`config.mk`:
```
export PLATFORM = sky130hd
export DESIGN_NAME = h_bridge_speed_sweep_sequencer
export DESIGN_NICKNAME = d
export VERILOG_FILES = /design/src/sv/hbss_pkg.sv /design/src/sv/h_bridge_speed_sweep_sequencer.sv /design/src/sv/hbss_csr.sv /design/src/sv/hbss_core.sv
export SDC_FILE = /design/constraint.sdc
export NUM_CORES = 1
export LEC_CHECK = 0
export ABC_CLOCK_PERIOD_IN_PS = 6800
export BUFFER_PORTS_ARGS = -buffer_cell sky130_fd_sc_hd__buf_2
export CORE_ASPECT_RATIO = 2
export CORE_MARGIN = 1
export CORE_UTILIZATION = 60
export DETAILED_ROUTE_END_ITERATION = 12
export PLACE_DENSITY = 0.79
export SYNTH_ARGS = -nofsm -noshare
export SYNTH_HDL_FRONTEND = slang
export SYNTH_SLANG_ARGS = --single-unit
```
`constraint.sdc`:
```
create_clock -name clock -period 6.8 [get_ports clock]
set_clock_uncertainty 0.1 [all_clocks]
set_input_delay 1.36 -clock clock [delete_from_list [all_inputs] [get_ports clock]]
set_output_delay 1.36 -clock clock [all_outputs]
set_load 0.02 [all_outputs]
```
`src/sv/hbss_pkg.sv`:
```
// Shared types and constants for the H-bridge speed sweep sequencer.
package hbss_pkg;

   // Configuration register indexes.
   localparam logic [2:0] REG_DEAD_TIME  = 3'd0;
   localparam logic [2:0] REG_PULSE_ON   = 3'd1;
   localparam logic [2:0] REG_SLOW_OFF   = 3'd2;
   localparam logic [2:0] REG_MEDIUM_OFF = 3'd3;
   localparam logic [2:0] REG_FAST_OFF   = 3'd4;
   localparam logic [2:0] REG_PULSES     = 3'd5;
   localparam logic [2:0] REG_REVERSALS  = 3'd6;

   localparam int CSR_INDEX_W = 3;
   localparam int CSR_DATA_W  = 16;

   // Register reset values.
   localparam logic [7:0]  RST_DEAD_TIME  = 8'd5;
   localparam logic [7:0]  RST_PULSE_ON   = 8'd1;
   localparam logic [7:0]  RST_SLOW_OFF   = 8'd20;
   localparam logic [7:0]  RST_MEDIUM_OFF = 8'd10;
   localparam logic [7:0]  RST_FAST_OFF   = 8'd1;
   localparam logic [15:0] RST_PULSES     = 16'd10000;
   localparam logic [7:0]  RST_REVERSALS  = 8'd5;

   // Sequencer phases.
   localparam logic [1:0] PH_START = 2'd0;
   localparam logic [1:0] PH_DEAD  = 2'd1;
   localparam logic [1:0] PH_ON    = 2'd2;
   localparam logic [1:0] PH_OFF   = 2'd3;

   // Speed codes.
   localparam logic [1:0] SPEED_SLOW   = 2'd0;
   localparam logic [1:0] SPEED_MEDIUM = 2'd1;
   localparam logic [1:0] SPEED_FAST   = 2'd2;

   typedef struct packed {
      logic [7:0]  dead_time_ticks;
      logic [7:0]  pulse_on_ticks;
      logic [7:0]  slow_off_ticks;
      logic [7:0]  medium_off_ticks;
      logic [7:0]  fast_off_ticks;
      logic [15:0] pulses_per_direction;
      logic [7:0]  reversals_per_speed;
   } cfg_type;

   // Levels driven during the coming tick.
   typedef struct packed {
      logic       heading_left;
      logic [1:0] speed_level;
      logic       left_high_gate;
      logic       left_low_gate;
      logic       right_low_gate;
      logic       right_high_gate;
   } gates_type;

   function automatic logic [7:0] at_least_one8(input logic [7:0] v);
      return (v == 8'd0) ? 8'd1 : v;
   endfunction

endpackage

```
`src/sv/h_bridge_speed_sweep_sequencer.sv`:
```
// Top level of the H-bridge speed sweep sequencer: handshake and result register.
//
//  channel  direction  tdata bits (low to high)
//  req_     in         [0] advance, [7:1] zero
//  rsp_     out        [0] right_high_gate, [1] right_low_gate, [2] left_low_gate,
//                      [3] left_high_gate, [5:4] speed_level, [6] heading_left, [7] zero
//  csr_     in         write enable, register index, write data
//
// Each request transaction is one tick. It is taken in the cycle it is offered
// as long as the result register is empty or being emptied in that cycle, so
// a tick can be accepted every clock cycle. The state update and the gate
// levels it produces are computed in one pass and captured in the result
// register, which presents them in the cycle after acceptance. Reset puts both
// low-side gates on, both high-side gates off and all counters at zero, and
// restores the register defaults. While a result waits in the register and
// the result side stalls, req_tready stays low and the sequencer state holds.
module h_bridge_speed_sweep_sequencer (
   input  logic                             clock,
   input  logic                             reset,
   input  logic                             req_tvalid,
   output logic                             req_tready,
   input  logic [7:0]                       req_tdata,   // [0] advance
   output logic                             rsp_tvalid,
   input  logic                             rsp_tready,
   output logic [7:0]                       rsp_tdata,   // rh, rl, ll, lh, speed[1:0], heading
   input  logic                             csr_we,
   input  logic [hbss_pkg::CSR_INDEX_W-1:0] csr_index,
   input  logic [hbss_pkg::CSR_DATA_W-1:0]  csr_wdata
);
   import hbss_pkg::*;

   cfg_type   cfg;
   gates_type gates_next;
   logic      accept;
   logic      rsp_valid_ff, rsp_valid_in;
   gates_type rsp_data_ff;

   hbss_csr u_csr (
      .clock     (clock),
      .reset     (reset),
      .csr_we    (csr_we),
      .csr_index (csr_index),
      .csr_wdata (csr_wdata),
      .cfg       (cfg)
   );

   // The sequencer moves only when a tick transaction is accepted.
   hbss_core u_core (
      .clock      (clock),
      .reset      (reset),
      .cfg        (cfg),
      .step       (accept),
      .advance    (req_tdata[0]),
      .gates_next (gates_next)
   );

   // The result register may refill in the same cycle it is drained.
   assign req_tready = !rsp_valid_ff || rsp_tready;
   assign accept     = req_tvalid && req_tready;

   always_comb begin
      rsp_valid_in = rsp_valid_ff;
      if (accept) begin
         rsp_valid_in = 1'b1;
      end else if (rsp_tready) begin
         rsp_valid_in = 1'b0;
      end
   end

   always_ff @(posedge clock) begin
      if (reset) begin
         rsp_valid_ff <= 1'b0;
      end else begin
         rsp_valid_ff <= rsp_valid_in;
      end
   end

   always_ff @(posedge clock) begin
      if (accept) begin
         rsp_data_ff <= gates_next;
      end
   end

   assign rsp_tvalid = rsp_valid_ff;
   assign rsp_tdata  = {1'b0, rsp_data_ff};

   // A bridge leg never has its high and low gates on together.
   a_no_shoot_through: assert property (@(posedge clock) disable iff (reset)
      rsp_valid_ff |-> !(rsp_data_ff.right_high_gate && rsp_data_ff.right_low_gate) &&
                       !(rsp_data_ff.left_high_gate && rsp_data_ff.left_low_gate))
      else $error("high and low gate of one leg both on");

   // At most one high-side gate is driven at a time.
   a_one_high: assert property (@(posedge clock) disable iff (reset)
      rsp_valid_ff |-> !(rsp_data_ff.right_high_gate && rsp_data_ff.left_high_gate))
      else $error("both high-side gates on");

   // A stalled result blocks new ticks so none is lost.
   a_stall_blocks: assert property (@(posedge clock) disable iff (reset)
      rsp_valid_ff && !rsp_tready |-> !req_tready)
      else $error("tick taken while result stalled");

endmodule

```
`src/sv/hbss_csr.sv`:
```
// Configuration register bank of the H-bridge speed sweep sequencer.
module hbss_csr (
   input  logic                             clock,
   input  logic                             reset,
   input  logic                             csr_we,
   input  logic [hbss_pkg::CSR_INDEX_W-1:0] csr_index,
   input  logic [hbss_pkg::CSR_DATA_W-1:0]  csr_wdata,
   output hbss_pkg::cfg_type                cfg
);
   import hbss_pkg::*;

   cfg_type cfg_ff;
   cfg_type cfg_in;

   always_comb begin
      cfg_in = cfg_ff;
      if (csr_we) begin
         case (csr_index)
            REG_DEAD_TIME:  cfg_in.dead_time_ticks      = csr_wdata[7:0];
            REG_PULSE_ON:   cfg_in.pulse_on_ticks       = csr_wdata[7:0];
            REG_SLOW_OFF:   cfg_in.slow_off_ticks       = csr_wdata[7:0];
            REG_MEDIUM_OFF: cfg_in.medium_off_ticks     = csr_wdata[7:0];
            REG_FAST_OFF:   cfg_in.fast_off_ticks       = csr_wdata[7:0];
            REG_PULSES:     cfg_in.pulses_per_direction = csr_wdata[15:0];
            REG_REVERSALS:  cfg_in.reversals_per_speed  = csr_wdata[7:0];
            default:        cfg_in = cfg_ff;
         endcase
      end
   end

   always_ff @(posedge clock) begin
      if (reset) begin
         cfg_ff.dead_time_ticks      <= RST_DEAD_TIME;
         cfg_ff.pulse_on_ticks       <= RST_PULSE_ON;
         cfg_ff.slow_off_ticks       <= RST_SLOW_OFF;
         cfg_ff.medium_off_ticks     <= RST_MEDIUM_OFF;
         cfg_ff.fast_off_ticks       <= RST_FAST_OFF;
         cfg_ff.pulses_per_direction <= RST_PULSES;
         cfg_ff.reversals_per_speed  <= RST_REVERSALS;
      end else begin
         cfg_ff <= cfg_in;
      end
   end

   assign cfg = cfg_ff;

endmodule

```
`src/sv/hbss_core.sv`:
```
// Phase, tick and count state of the sequencer and its one-tick update.
module hbss_core (
   input  logic                clock,
   input  logic                reset,
   input  hbss_pkg::cfg_type   cfg,
   input  logic                step,
   input  logic                advance,
   output hbss_pkg::gates_type gates_next
);
   import hbss_pkg::*;

   logic [1:0]  phase_ff, phase_in;
   logic [7:0]  ticks_ff, ticks_in;
   logic [15:0] pulses_ff, pulses_in;
   logic [7:0]  reversals_ff, reversals_in;
   logic [1:0]  speed_ff, speed_in;
   logic        left_ff, left_in;

   always_comb begin
      logic [7:0]  tick_dec;
      logic [7:0]  off_len;
      logic [15:0] pulse_inc;
      logic [15:0] pulse_limit;
      logic [7:0]  rev_inc;
      logic        to_dead;

      phase_in     = phase_ff;
      ticks_in     = ticks_ff;
      pulses_in    = pulses_ff;
      reversals_in = reversals_ff;
      speed_in     = speed_ff;
      left_in      = left_ff;
      to_dead      = 1'b0;

      tick_dec    = (ticks_ff != 8'd0) ? ticks_ff - 8'd1 : 8'd0;
      pulse_inc   = pulses_ff + 16'd1;
      pulse_limit = (cfg.pulses_per_direction == 16'd0) ? 16'd1 : cfg.pulses_per_direction;
      rev_inc     = reversals_ff + 8'd1;

      case (speed_ff)
         SPEED_SLOW:   off_len = at_least_one8(cfg.slow_off_ticks);
         SPEED_MEDIUM: off_len = at_least_one8(cfg.medium_off_ticks);
         default:      off_len = at_least_one8(cfg.fast_off_ticks);
      endcase

      if (advance) begin
         if (phase_ff == PH_START) begin
            to_dead = 1'b1;
         end else begin
            ticks_in = tick_dec;
            if (tick_dec == 8'd0) begin
               case (phase_ff)
                  PH_DEAD: begin
                     phase_in = PH_ON;
                     ticks_in = at_least_one8(cfg.pulse_on_ticks);
                  end
                  PH_ON: begin
                     phase_in = PH_OFF;
                     ticks_in = off_len;
                  end
                  default: begin
                     // End of one pulse: either the next pulse or a reversal.
                     if (pulse_inc < pulse_limit) begin
                        pulses_in = pulse_inc;
                        phase_in  = PH_ON;
                        ticks_in  = at_least_one8(cfg.pulse_on_ticks);
                     end else begin
                        pulses_in = 16'd0;
                        to_dead   = 1'b1;
                        if (!left_ff) begin
                           left_in = 1'b1;
                        end else begin
                           left_in      = 1'b0;
                           reversals_in = rev_inc;
                           if (rev_inc >= at_least_one8(cfg.reversals_per_speed)) begin
                              reversals_in = 8'd0;
                              speed_in = (speed_ff >= SPEED_FAST) ? SPEED_SLOW
                                                                  : speed_ff + 2'd1;
                           end
                        end
                     end
                  end
               endcase
            end
         end
      end

      // Low gates were just switched; a zero dead time goes straight to pulsing.
      if (to_dead) begin
         if (cfg.dead_time_ticks == 8'd0) begin
            phase_in = PH_ON;
            ticks_in = at_least_one8(cfg.pulse_on_ticks);
         end else begin
            phase_in = PH_DEAD;
            ticks_in = cfg.dead_time_ticks;
         end
      end

      gates_next.speed_level     = speed_in;
      gates_next.heading_left    = left_in;
      gates_next.right_low_gate  = (phase_in == PH_START) ? 1'b1 : !left_in;
      gates_next.left_low_gate   = (phase_in == PH_START) ? 1'b1 : left_in;
      gates_next.right_high_gate = (phase_in == PH_ON) && left_in;
      gates_next.left_high_gate  = (phase_in == PH_ON) && !left_in;
   end

   always_ff @(posedge clock) begin
      if (reset) begin
         phase_ff     <= PH_START;
         ticks_ff     <= 8'd0;
         pulses_ff    <= 16'd0;
         reversals_ff <= 8'd0;
         speed_ff     <= SPEED_SLOW;
         left_ff      <= 1'b0;
      end else if (step) begin
         phase_ff     <= phase_in;
         ticks_ff     <= ticks_in;
         pulses_ff    <= pulses_in;
         reversals_ff <= reversals_in;
         speed_ff     <= speed_in;
         left_ff      <= left_in;
      end
   end

   // Every timed phase holds a nonzero tick count.
   a_ticks_nonzero: assert property (@(posedge clock) disable iff (reset)
      phase_ff != PH_START |-> ticks_ff != 8'd0)
      else $error("timed phase with zero ticks left");

   // Once the sweep has started it never goes back to the start phase.
   a_no_restart: assert property (@(posedge clock) disable iff (reset)
      phase_ff != PH_START |=> phase_ff != PH_START)
      else $error("sequencer returned to start phase");

   // Speed code stays within slow, medium and fast.
   a_speed_range: assert property (@(posedge clock) disable iff (reset)
      speed_ff == SPEED_SLOW || speed_ff == SPEED_MEDIUM || speed_ff == SPEED_FAST)
      else $error("speed code out of range");

endmodule
```
After elaboration in Yosys (flattened, before gate mapping)
Cells that the tools add are included.
{"block": "classes", "add_sub_neg": 4, "multipliers": 0, "n_div": 0, "magnitude_cmp": 3, "eq_ne": 11, "n_shift": 0, "muxes": 45, "n_bitwise": 3, "reduce_logical": 32}
{"op": "2-to-1 mux 8 bit", "n": 13}
{"op": "zero test 8 bit", "n": 7}
{"op": "2-to-1 mux 16 bit", "n": 2}
{"op": "case mux 8 bit (2 select lines)", "n": 2}
{"op": "2-to-1 mux 2 bit", "n": 14}
{"op": "adder 16 x 1 -> 16 bit, second input constant", "n": 1}
{"op": "zero test 16 bit", "n": 1}
{"op": "less-than comparator 16 bit", "n": 1}
{"op": "AND reduction 2 bit", "n": 7}
{"op": "2-to-1 mux 1 bit", "n": 13}
{"op": "equality test 3 bit, second input constant", "n": 3}
{"op": "adder 8 x 1 -> 8 bit, second input constant", "n": 1}
{"op": ">= comparator 8 bit", "n": 1}
{"op": "nonzero test 8 bit", "n": 1}
{"op": "subtractor 8 x 1 -> 8 bit, second input constant", "n": 1}
{"op": "AND reduction 7 bit", "n": 1}
{"op": "equality test 3 x 2 -> 1 bit, second input constant", "n": 2}
{"op": "zero test 2 bit", "n": 3}
{"op": "AND reduction 5 bit", "n": 1}
{"op": "equality test 2 x 1 -> 1 bit, second input constant", "n": 2}
{"op": "equality test 2 bit, second input constant", "n": 2}
{"op": "case mux 2 bit (2 select lines)", "n": 1}
{"op": "nonzero test 2 bit", "n": 2}
{"op": "equality test 3 x 1 -> 1 bit, second input constant", "n": 1}
{"op": "10 further kinds", "n": 15}
{"block": "totals", "reg_bits": 109, "latchBits": 0, "ramBits": 0, "mem_bits_ro": 0, "n_memories": 0}

Logic depth before layout (Yosys ltp)
Gate-level depths: netlist of run 1.
{"block": "depth", "word_depth": 11, "mapped_depth": 16}

Modules after synthesis
From an unflattened synthesis of run 1, not the netlist that was laid out.
{"block": "unflattened", "cells_unflattened": 710, "area_unflattened_um2": 6266.0}
{"mod": "hbss_core", "instances": 1, "cells_per_inst": 456, "area_per_inst_um2": 3423.3, "seq_area_each_um2": 740.7}
{"mod": "hbss_csr", "instances": 1, "cells_per_inst": 240, "area_per_inst_um2": 2566.2, "seq_area_each_um2": 1281.2}
{"mod": "h_bridge_speed_sweep_sequencer", "instances": 1, "cells_per_inst": 14, "area_per_inst_um2": 276.5, "seq_area_each_um2": 230.2}

Worst setup path after synthesis of run 1
Ideal clock, no wire load.
{"block": "synth_path", "kind": "register to register", "startpoint": "reg u_core.pulses_ff[0]", "endpoint": "reg rsp_data_ff (netlist bit rsp_tdata[4]) (data pin)", "setup_time_ps": 260, "t_arrival_ps": 3508, "required_ps": 6440, "slack_ps": 2931, "stages_incl_launch_ff": 16, "path_buffers": 1, "period_less_slack_ps": 3869, "path_cell_list": "dfxtp_1 ha_1 nand3_1 nor3_1 and3_1 buf_2 nand3_1 xnor2_1 ha_1 nand4_1 nor2_1 o2111ai_1 o31ai_2 nand3_2 or2_4 mux2_4"}
{"element": "start: declaration", "line_no": "hbss_core.sv:14", "text": "logic [15:0] pulses_ff, pulses_in;"}
{"element": "start signal: assignment", "line_no": "hbss_core.sv:118", "text": "pulses_ff <= pulses_in;"}
{"element": "end signal: assignment", "line_no": "h_bridge_speed_sweep_sequencer.sv:80", "text": "rsp_data_ff <= gates_next;"}
{"element": "end: declaration", "line_no": "h_bridge_speed_sweep_sequencer.sv:36", "text": "gates_type rsp_data_ff;"}

Worst setup path in the final report of run 1
{"block": "layout_path", "startpoint": "reg u_core.pulses_ff[0]", "endpoint": "reg u_core.reversals_ff[2]"}
{"block": "layout_via", "elab_chain_cells": 4}
{"element": "adder 16 x 1 -> 16 bit", "line_no": "hbss_core.sv:36", "text": "pulse_inc = pulses_ff + 16'd1;"}
{"element": "less-than comparator 16 bit", "line_no": "hbss_core.sv:63", "text": "if (pulse_inc < pulse_limit) begin"}
{"element": "inverter 1 bit (no line)"}
{"element": "AND reduction 7 bit (no line)"}
{"element": "end signal: assignment", "line_no": "hbss_core.sv:119", "text": "reversals_ff <= reversals_in;"}
{"element": "end: declaration", "line_no": "hbss_core.sv:15", "text": "logic [7:0] reversals_ff, reversals_in;"}
No other way between the ends.
A chain may end at the register's enable or synchronous reset.

==> results.ini, run 1 <==
[clock_network]
cts-root-buf=clkbuf_16
post_cts_buffers=0
cts_tree=yes
postCtsHoldBufs=0
htreeDepth=3
insertion_delay_ns=0.36
cts.sink_count=109
cts_resized=0
path_clk_slew_ns=0.08
cts_buffers=9
clockBufferDepth=2

[die]
rows=51
start_util_pct=62.30
dieHeight_um=144.4
die-area_sq_um=10570
io-pin-count=42
die_w_um=73.19
core_area_sq_um=9763

[yosys]
syn-num-nets=833
ys_seq_area_share_pct=37.03
synth.top_cells.by_area=dfxtp_1, nand2_1, a21oi_1
synth.largest_area_cell=dfxtp_1
ys_seq_elements=109
synthCells=771
synth_edf_count=7
yosysTopAreaCellShare_pct=33.57
postSynth.asyncResetShare_pct=0
netlist_area_sq_um=6082
yosysWarnings=0
synth.avg_cell_area_sq_um=7.889
ys_types=68
synth_flop_cell=dfxtp_1

[grt]
grt.total_usage_pct=30.09
grt_util_met3_pct=4.808
use_met1_pct=30.74
grt_max_degree=91
grt_pass1_wl_mm=24.69
grt_pass1_vias=5439
grt.overflow.total=0
gr-max-usage-layer=met2
antenna_found_initial=0
use_met2_pct=56.58

[run]
max_cap_violations=0

[sta]
finalSetupViolations=0
whs_ns=0.3522
hold_viol_final=0
layout_setup_ws_ns=2.103
period_share_pct=69.08
tightest_slew_ns=0.9470
max_freq_mhz=212.9
slew_headroom_pct=36.63
grt_setup_unrepaired=false
slew_viol_final=0
fin_crit_ns=4.697
tns_ns=0

[final_layout]
antennaDiodeCount=0
drive_gt1_share_pct=9.530
final_common_cell=nand2_1
fin_area_sq_um=6571
area_growth_pct=8.044
layout.nets=844
final_cell_mix=nand2_1, a21oi_1, dfxtp_1

[pwr]
p_leak_nw=2.468
power_density_nw_per_um2=210.9
vdd_drop_max_mv=0.1676

[placement]
globalplace.congestion=0.9551
io_buffers=33
dp_hpwl_mm=10.83
placed_area_sq_um=6277
pre_cts_ws_ns=2.133

[worst_setup_path]
critPathKind=reg -> reg
start_kind=register
critPathLaunch=u_core.pulses_ff[0]
r2r_start=u_core.pulses_ff[0]
crit_path_end_kind=register
required_ns=6.92
crit_arrival_ns=4.82
worst-path-max-fanout=8

[hold_path]
min-delay-path-class=reg -> reg
min_from=u_csr.cfg[32]

[route]
wl_mm=14.70
remaining_drc_errors=0
drt_iter0_drc=346
via_per_inst=6.018
vias=5531
drtPass1Iterations=5
detail-route-antenna-nets=0
wl_per_cell_um=15.99

[status]
outcome=complete, no violations

[worst max-delay path, stage by stage, from the launching register on]
cell and delay [ns]:
dfxtp_1 0.41, ha_1 0.25, nand3_1 0.20, nor3_1 0.46, and3_1 0.35, nand3_1 0.12, xnor2_1 0.17, ha_1 0.29
nand4_1 0.15, nor2_1 0.14, o2111ai_1 0.19, o31ai_2 0.71, nand4_1 0.52, o21ai_0 0.38, o41ai_2 0.12
[synth_stat cells, types with 4 or more instances]
cell type	number
nand2b_1	8
inv_1	35
or3_1	6
and3_1	4
a211oi_1	7
o21ai_0	27
nor3_1	18
a2111oi_2	4
nor2_1	52
o32ai_1	4
buf_2	5
ha_1	30
mux2i_1	10
xnor2_1	14
nor4_1	13
clkbuf_1	25
a21oi_1	102
nand3_1	16
edfxtp_1	7
dfxtp_1	102
nor2b_1	9
nand3b_1	22
nand2_1	161
a21o_1	4
nand4_1	10
xor2_1	10
[metal layers]
metal	wire, um	up-vias
li1	-	2738
met1	5586	2607
met2	8003	146
met3	555	40
met4	550	0
met5	0	-
[cell families after synthesis]
group | after synthesis | share of synthesized area (%)
other | 1 | 0.06166
AOI/OAI and AO/OA | 183 | 19.15
DFF | 109 | 37.03
buffers and inverters | 70 | 4.670
adders and majority gates | 30 | 6.172
muxes | 12 | 2.140
xor gates and xnor gates | 24 | 3.456
and+or+nand+nor | 342 | 27.32
[state kept, by name, summed over array words and instances (netlist names)]
| register | cells |
|---|---|
| u_core.reversals_ff | 8 |
| u_core.left_ff | 1 |
| u_csr.cfg | 64 |
| u_core.ticks_ff | 8 |
| u_core.phase_ff | 2 |
| u_core.pulses_ff | 16 |
| u_core.speed_ff | 2 |
| rsp_tdata | 7 |
| rsp_tvalid | 1 |
[per-stage QoR]
stage                     power, mW  instances  utilization (%)
after floorplan              0.8280        771                -
after global placement       0.8733        903            64.30
after detailed placement     0.8794        903            64.30
after CTS                     1.389        919            67.31
after global routing          1.436        919            67.31
final                         1.386        919            67.31
[where the power goes]
part	switching (mW)	internal, mW
Combinational	0.121	0.0699
Sequential	0.0152	0.661
Clock	0.260	0.258
Total	0.396	0.989
[layout make-up]
type                       instances  area [sq um]
timing repair buffer              35         182.7
clock buffer                       9         225.2
inverter                          35         131.4
fill                             828          3192
clock inverter                     7         68.82
sequential                       109          2252
tap                              132         165.2
multi-input combinational        592          3546
[path summary, 6_finish.rpt]
check | slack [ns] | cells past startpoint | to
max | 2.10 | 14 | u_core.reversals_ff[2]
min | 0.35 | 2 | u_csr.cfg[32]
max reg2reg | 2.10 | 14 | u_core.reversals_ff[2]
min reg2reg | 0.35 | 2 | u_csr.cfg[32]
Note: power is estimated with default switching activity, not from simulation.
==> inputs of run 2 (changes only) <==
- ABC_CLOCK_PERIOD_IN_PS: 6800 -> 4820
- clock period: 6.8 -> 4.82 ns (I/O delays scaled with it)
==> results.ini, run 2 (synthesis gave the netlist of run 1 again) <==
[status]
outcome=complete, no violations

[run]
max_cap_violations=0

[sta]
tns_ns=0
hold_viol_final=0
whs_ns=0.3524
tightest_slew_ns=0.9754
slew_viol_final=0
finalSetupViolations=0
grt_setup_unrepaired=false
fin_crit_ns=4.445
slew_headroom_pct=34.73
layout_setup_ws_ns=0.3750
period_share_pct=92.22
max_freq_mhz=225.0

[clock_network]
cts-root-buf=clkbuf_16
htreeDepth=3
post_cts_buffers=0
cts_buffers=9
clockBufferDepth=2
postCtsHoldBufs=0
insertion_delay_ns=0.35
cts_resized=0
cts_tree=yes
path_clk_slew_ns=0.08
cts.sink_count=109

[worst_setup_path]
worstReg2RegEnd=rsp_tdata[0]
worst-path-max-fanout=10
start_kind=register
regToRegSetupSlack_ns=0.37
critPathKind=reg -> reg
crit_path_end_kind=register
required_ns=4.81
slowest_stage=nor3_1
worstPathCellList=ha_1 -> nand3_1 -> nor3_1 -> and3_1 -> nand3_1 -> xnor2_1 -> ha_1 -> nand4_1 -> nor2_1 -> o2111ai_1 -> o31ai_2 -> buf_4 -> a21o_1 -> a31oi_1 -> nor3b_1
crit_arrival_ns=4.43
cpPeakStageDelay_ns=0.52
r2r_start=u_core.pulses_ff[0]
r2r_cells=15

[hold_path]
holdPathEnd=u_csr.cfg[32]
whs_path_depth=2
min-delay-path-class=reg -> reg
min_from=u_csr.cfg[32]

[grt]
grt.overflow.total=0
grt_max_degree=90
grt.total_usage_pct=29.70
grt_pass1_vias=5303
antenna_found_initial=0
grt_pass1_wl_mm=24.45

[placement]
dp_hpwl_mm=10.86
io_buffers=33
pre_cts_ws_ns=0.5274
globalplace.congestion=0.9536

[final_layout]
largest_register_ffs=64
area_growth_pct=8.537
fill_cells=815
drive_gt1_share_pct=9.987
final_cell_mix=nand2_1, a21oi_1, dfxtp_1
layout.nets=848
final_common_cell=nand2_1
antennaDiodeCount=0

[route]
top_layer=met4
drt_iter0_drc=329
detail-route-antenna-nets=0
remaining_drc_errors=0
via_per_inst=6.008
drtPass1Iterations=5
wl_per_cell_um=16.21
drt-met1-wl_mm=5.708
wl_met2_mm=8.181
met3WireLength_um=573
wl_mm=14.97
vias=5545

[die]
dieHeight_um=144.4
core_area_sq_um=9763
rows=51
die-area_sq_um=10570
die_w_um=73.19
io-pin-count=42
start_util_pct=62.30

[pwr]
p_leak_nw=2.489
vdd_drop_max_mv=0.2223
power_density_nw_per_um2=297.8

-- run 2: changes by cell type in the layout (fill, tap and decap cells not counted) --
cell      before  now
inv_6          1    2
clkinv_4       3    2
buf_4          3    7
-- run 2: stage by stage --
stage | power (mW) | cells | utilization [%] | cell area, sq um
CTS | 1.966 | 923 | 67.62 | 6601
global placement | 1.232 | 907 | 64.60 | 6307
global route | 2.028 | 923 | 67.62 | 6601
floorplan | 1.168 | 771 | - | 6082
detailed placement | 1.241 | 907 | 64.60 | 6307
finish | 1.966 | 923 | 67.62 | 6601
-- run 2: how the worst max path moves through the flow --
stage	startpoint	to	slack, ns
floorplan	u_core.pulses_ff[0]	rsp_tdata[4]	0.95
global placement	u_core.pulses_ff[0]	rsp_tdata[0]	0.73
detailed placement	u_core.pulses_ff[0]	rsp_tdata[0]	0.53
CTS	u_core.pulses_ff[0]	rsp_tdata[0]	0.49
global route	u_core.pulses_ff[0]	rsp_tdata[0]	0.01
finish	u_core.pulses_ff[0]	rsp_tdata[0]	0.37
-- run 2: power by group --
part           internal (mW)  total [mW]  switching (mW)
Clock                  0.365       0.739           0.374
Sequential             0.933       0.955          0.0216
Combinational         0.0988       0.272           0.173
Total                   1.40        1.97           0.569
-- run 2: area by class of cell --
class,count,area (sq um),area share (%)
clock buffers,9,225.2,3.412
clock inverters,7,68.82,1.042
inverters,35,131.4,1.990
multi-input cells,592,3546,53.71
flip-flops and latches,109,2252,34.12
well taps,132,165.2,2.502
repair buffers,39,212.7,3.222
-- run 2: worst max-delay path: cells and delay by family (launching register included) --
kind                     cells  cell delay (ns)
AO/OA/AOI/OAI                4             1.05
XOR/XNOR                     1             0.17
adder cells (fa/ha/maj)      2             0.55
buffers and inverters        1             0.22
flip-flops                   1             0.41
AND/OR/NAND/NOR              7             1.68
-- run 2: per-layer routing --
metal / track usage [%] / up-vias
met5: 0 / -
li1: - / 2735
met1: 31.13 / 2607
met4: 13.73 / 0
met2: 56.38 / 161
met3: 3.972 / 42
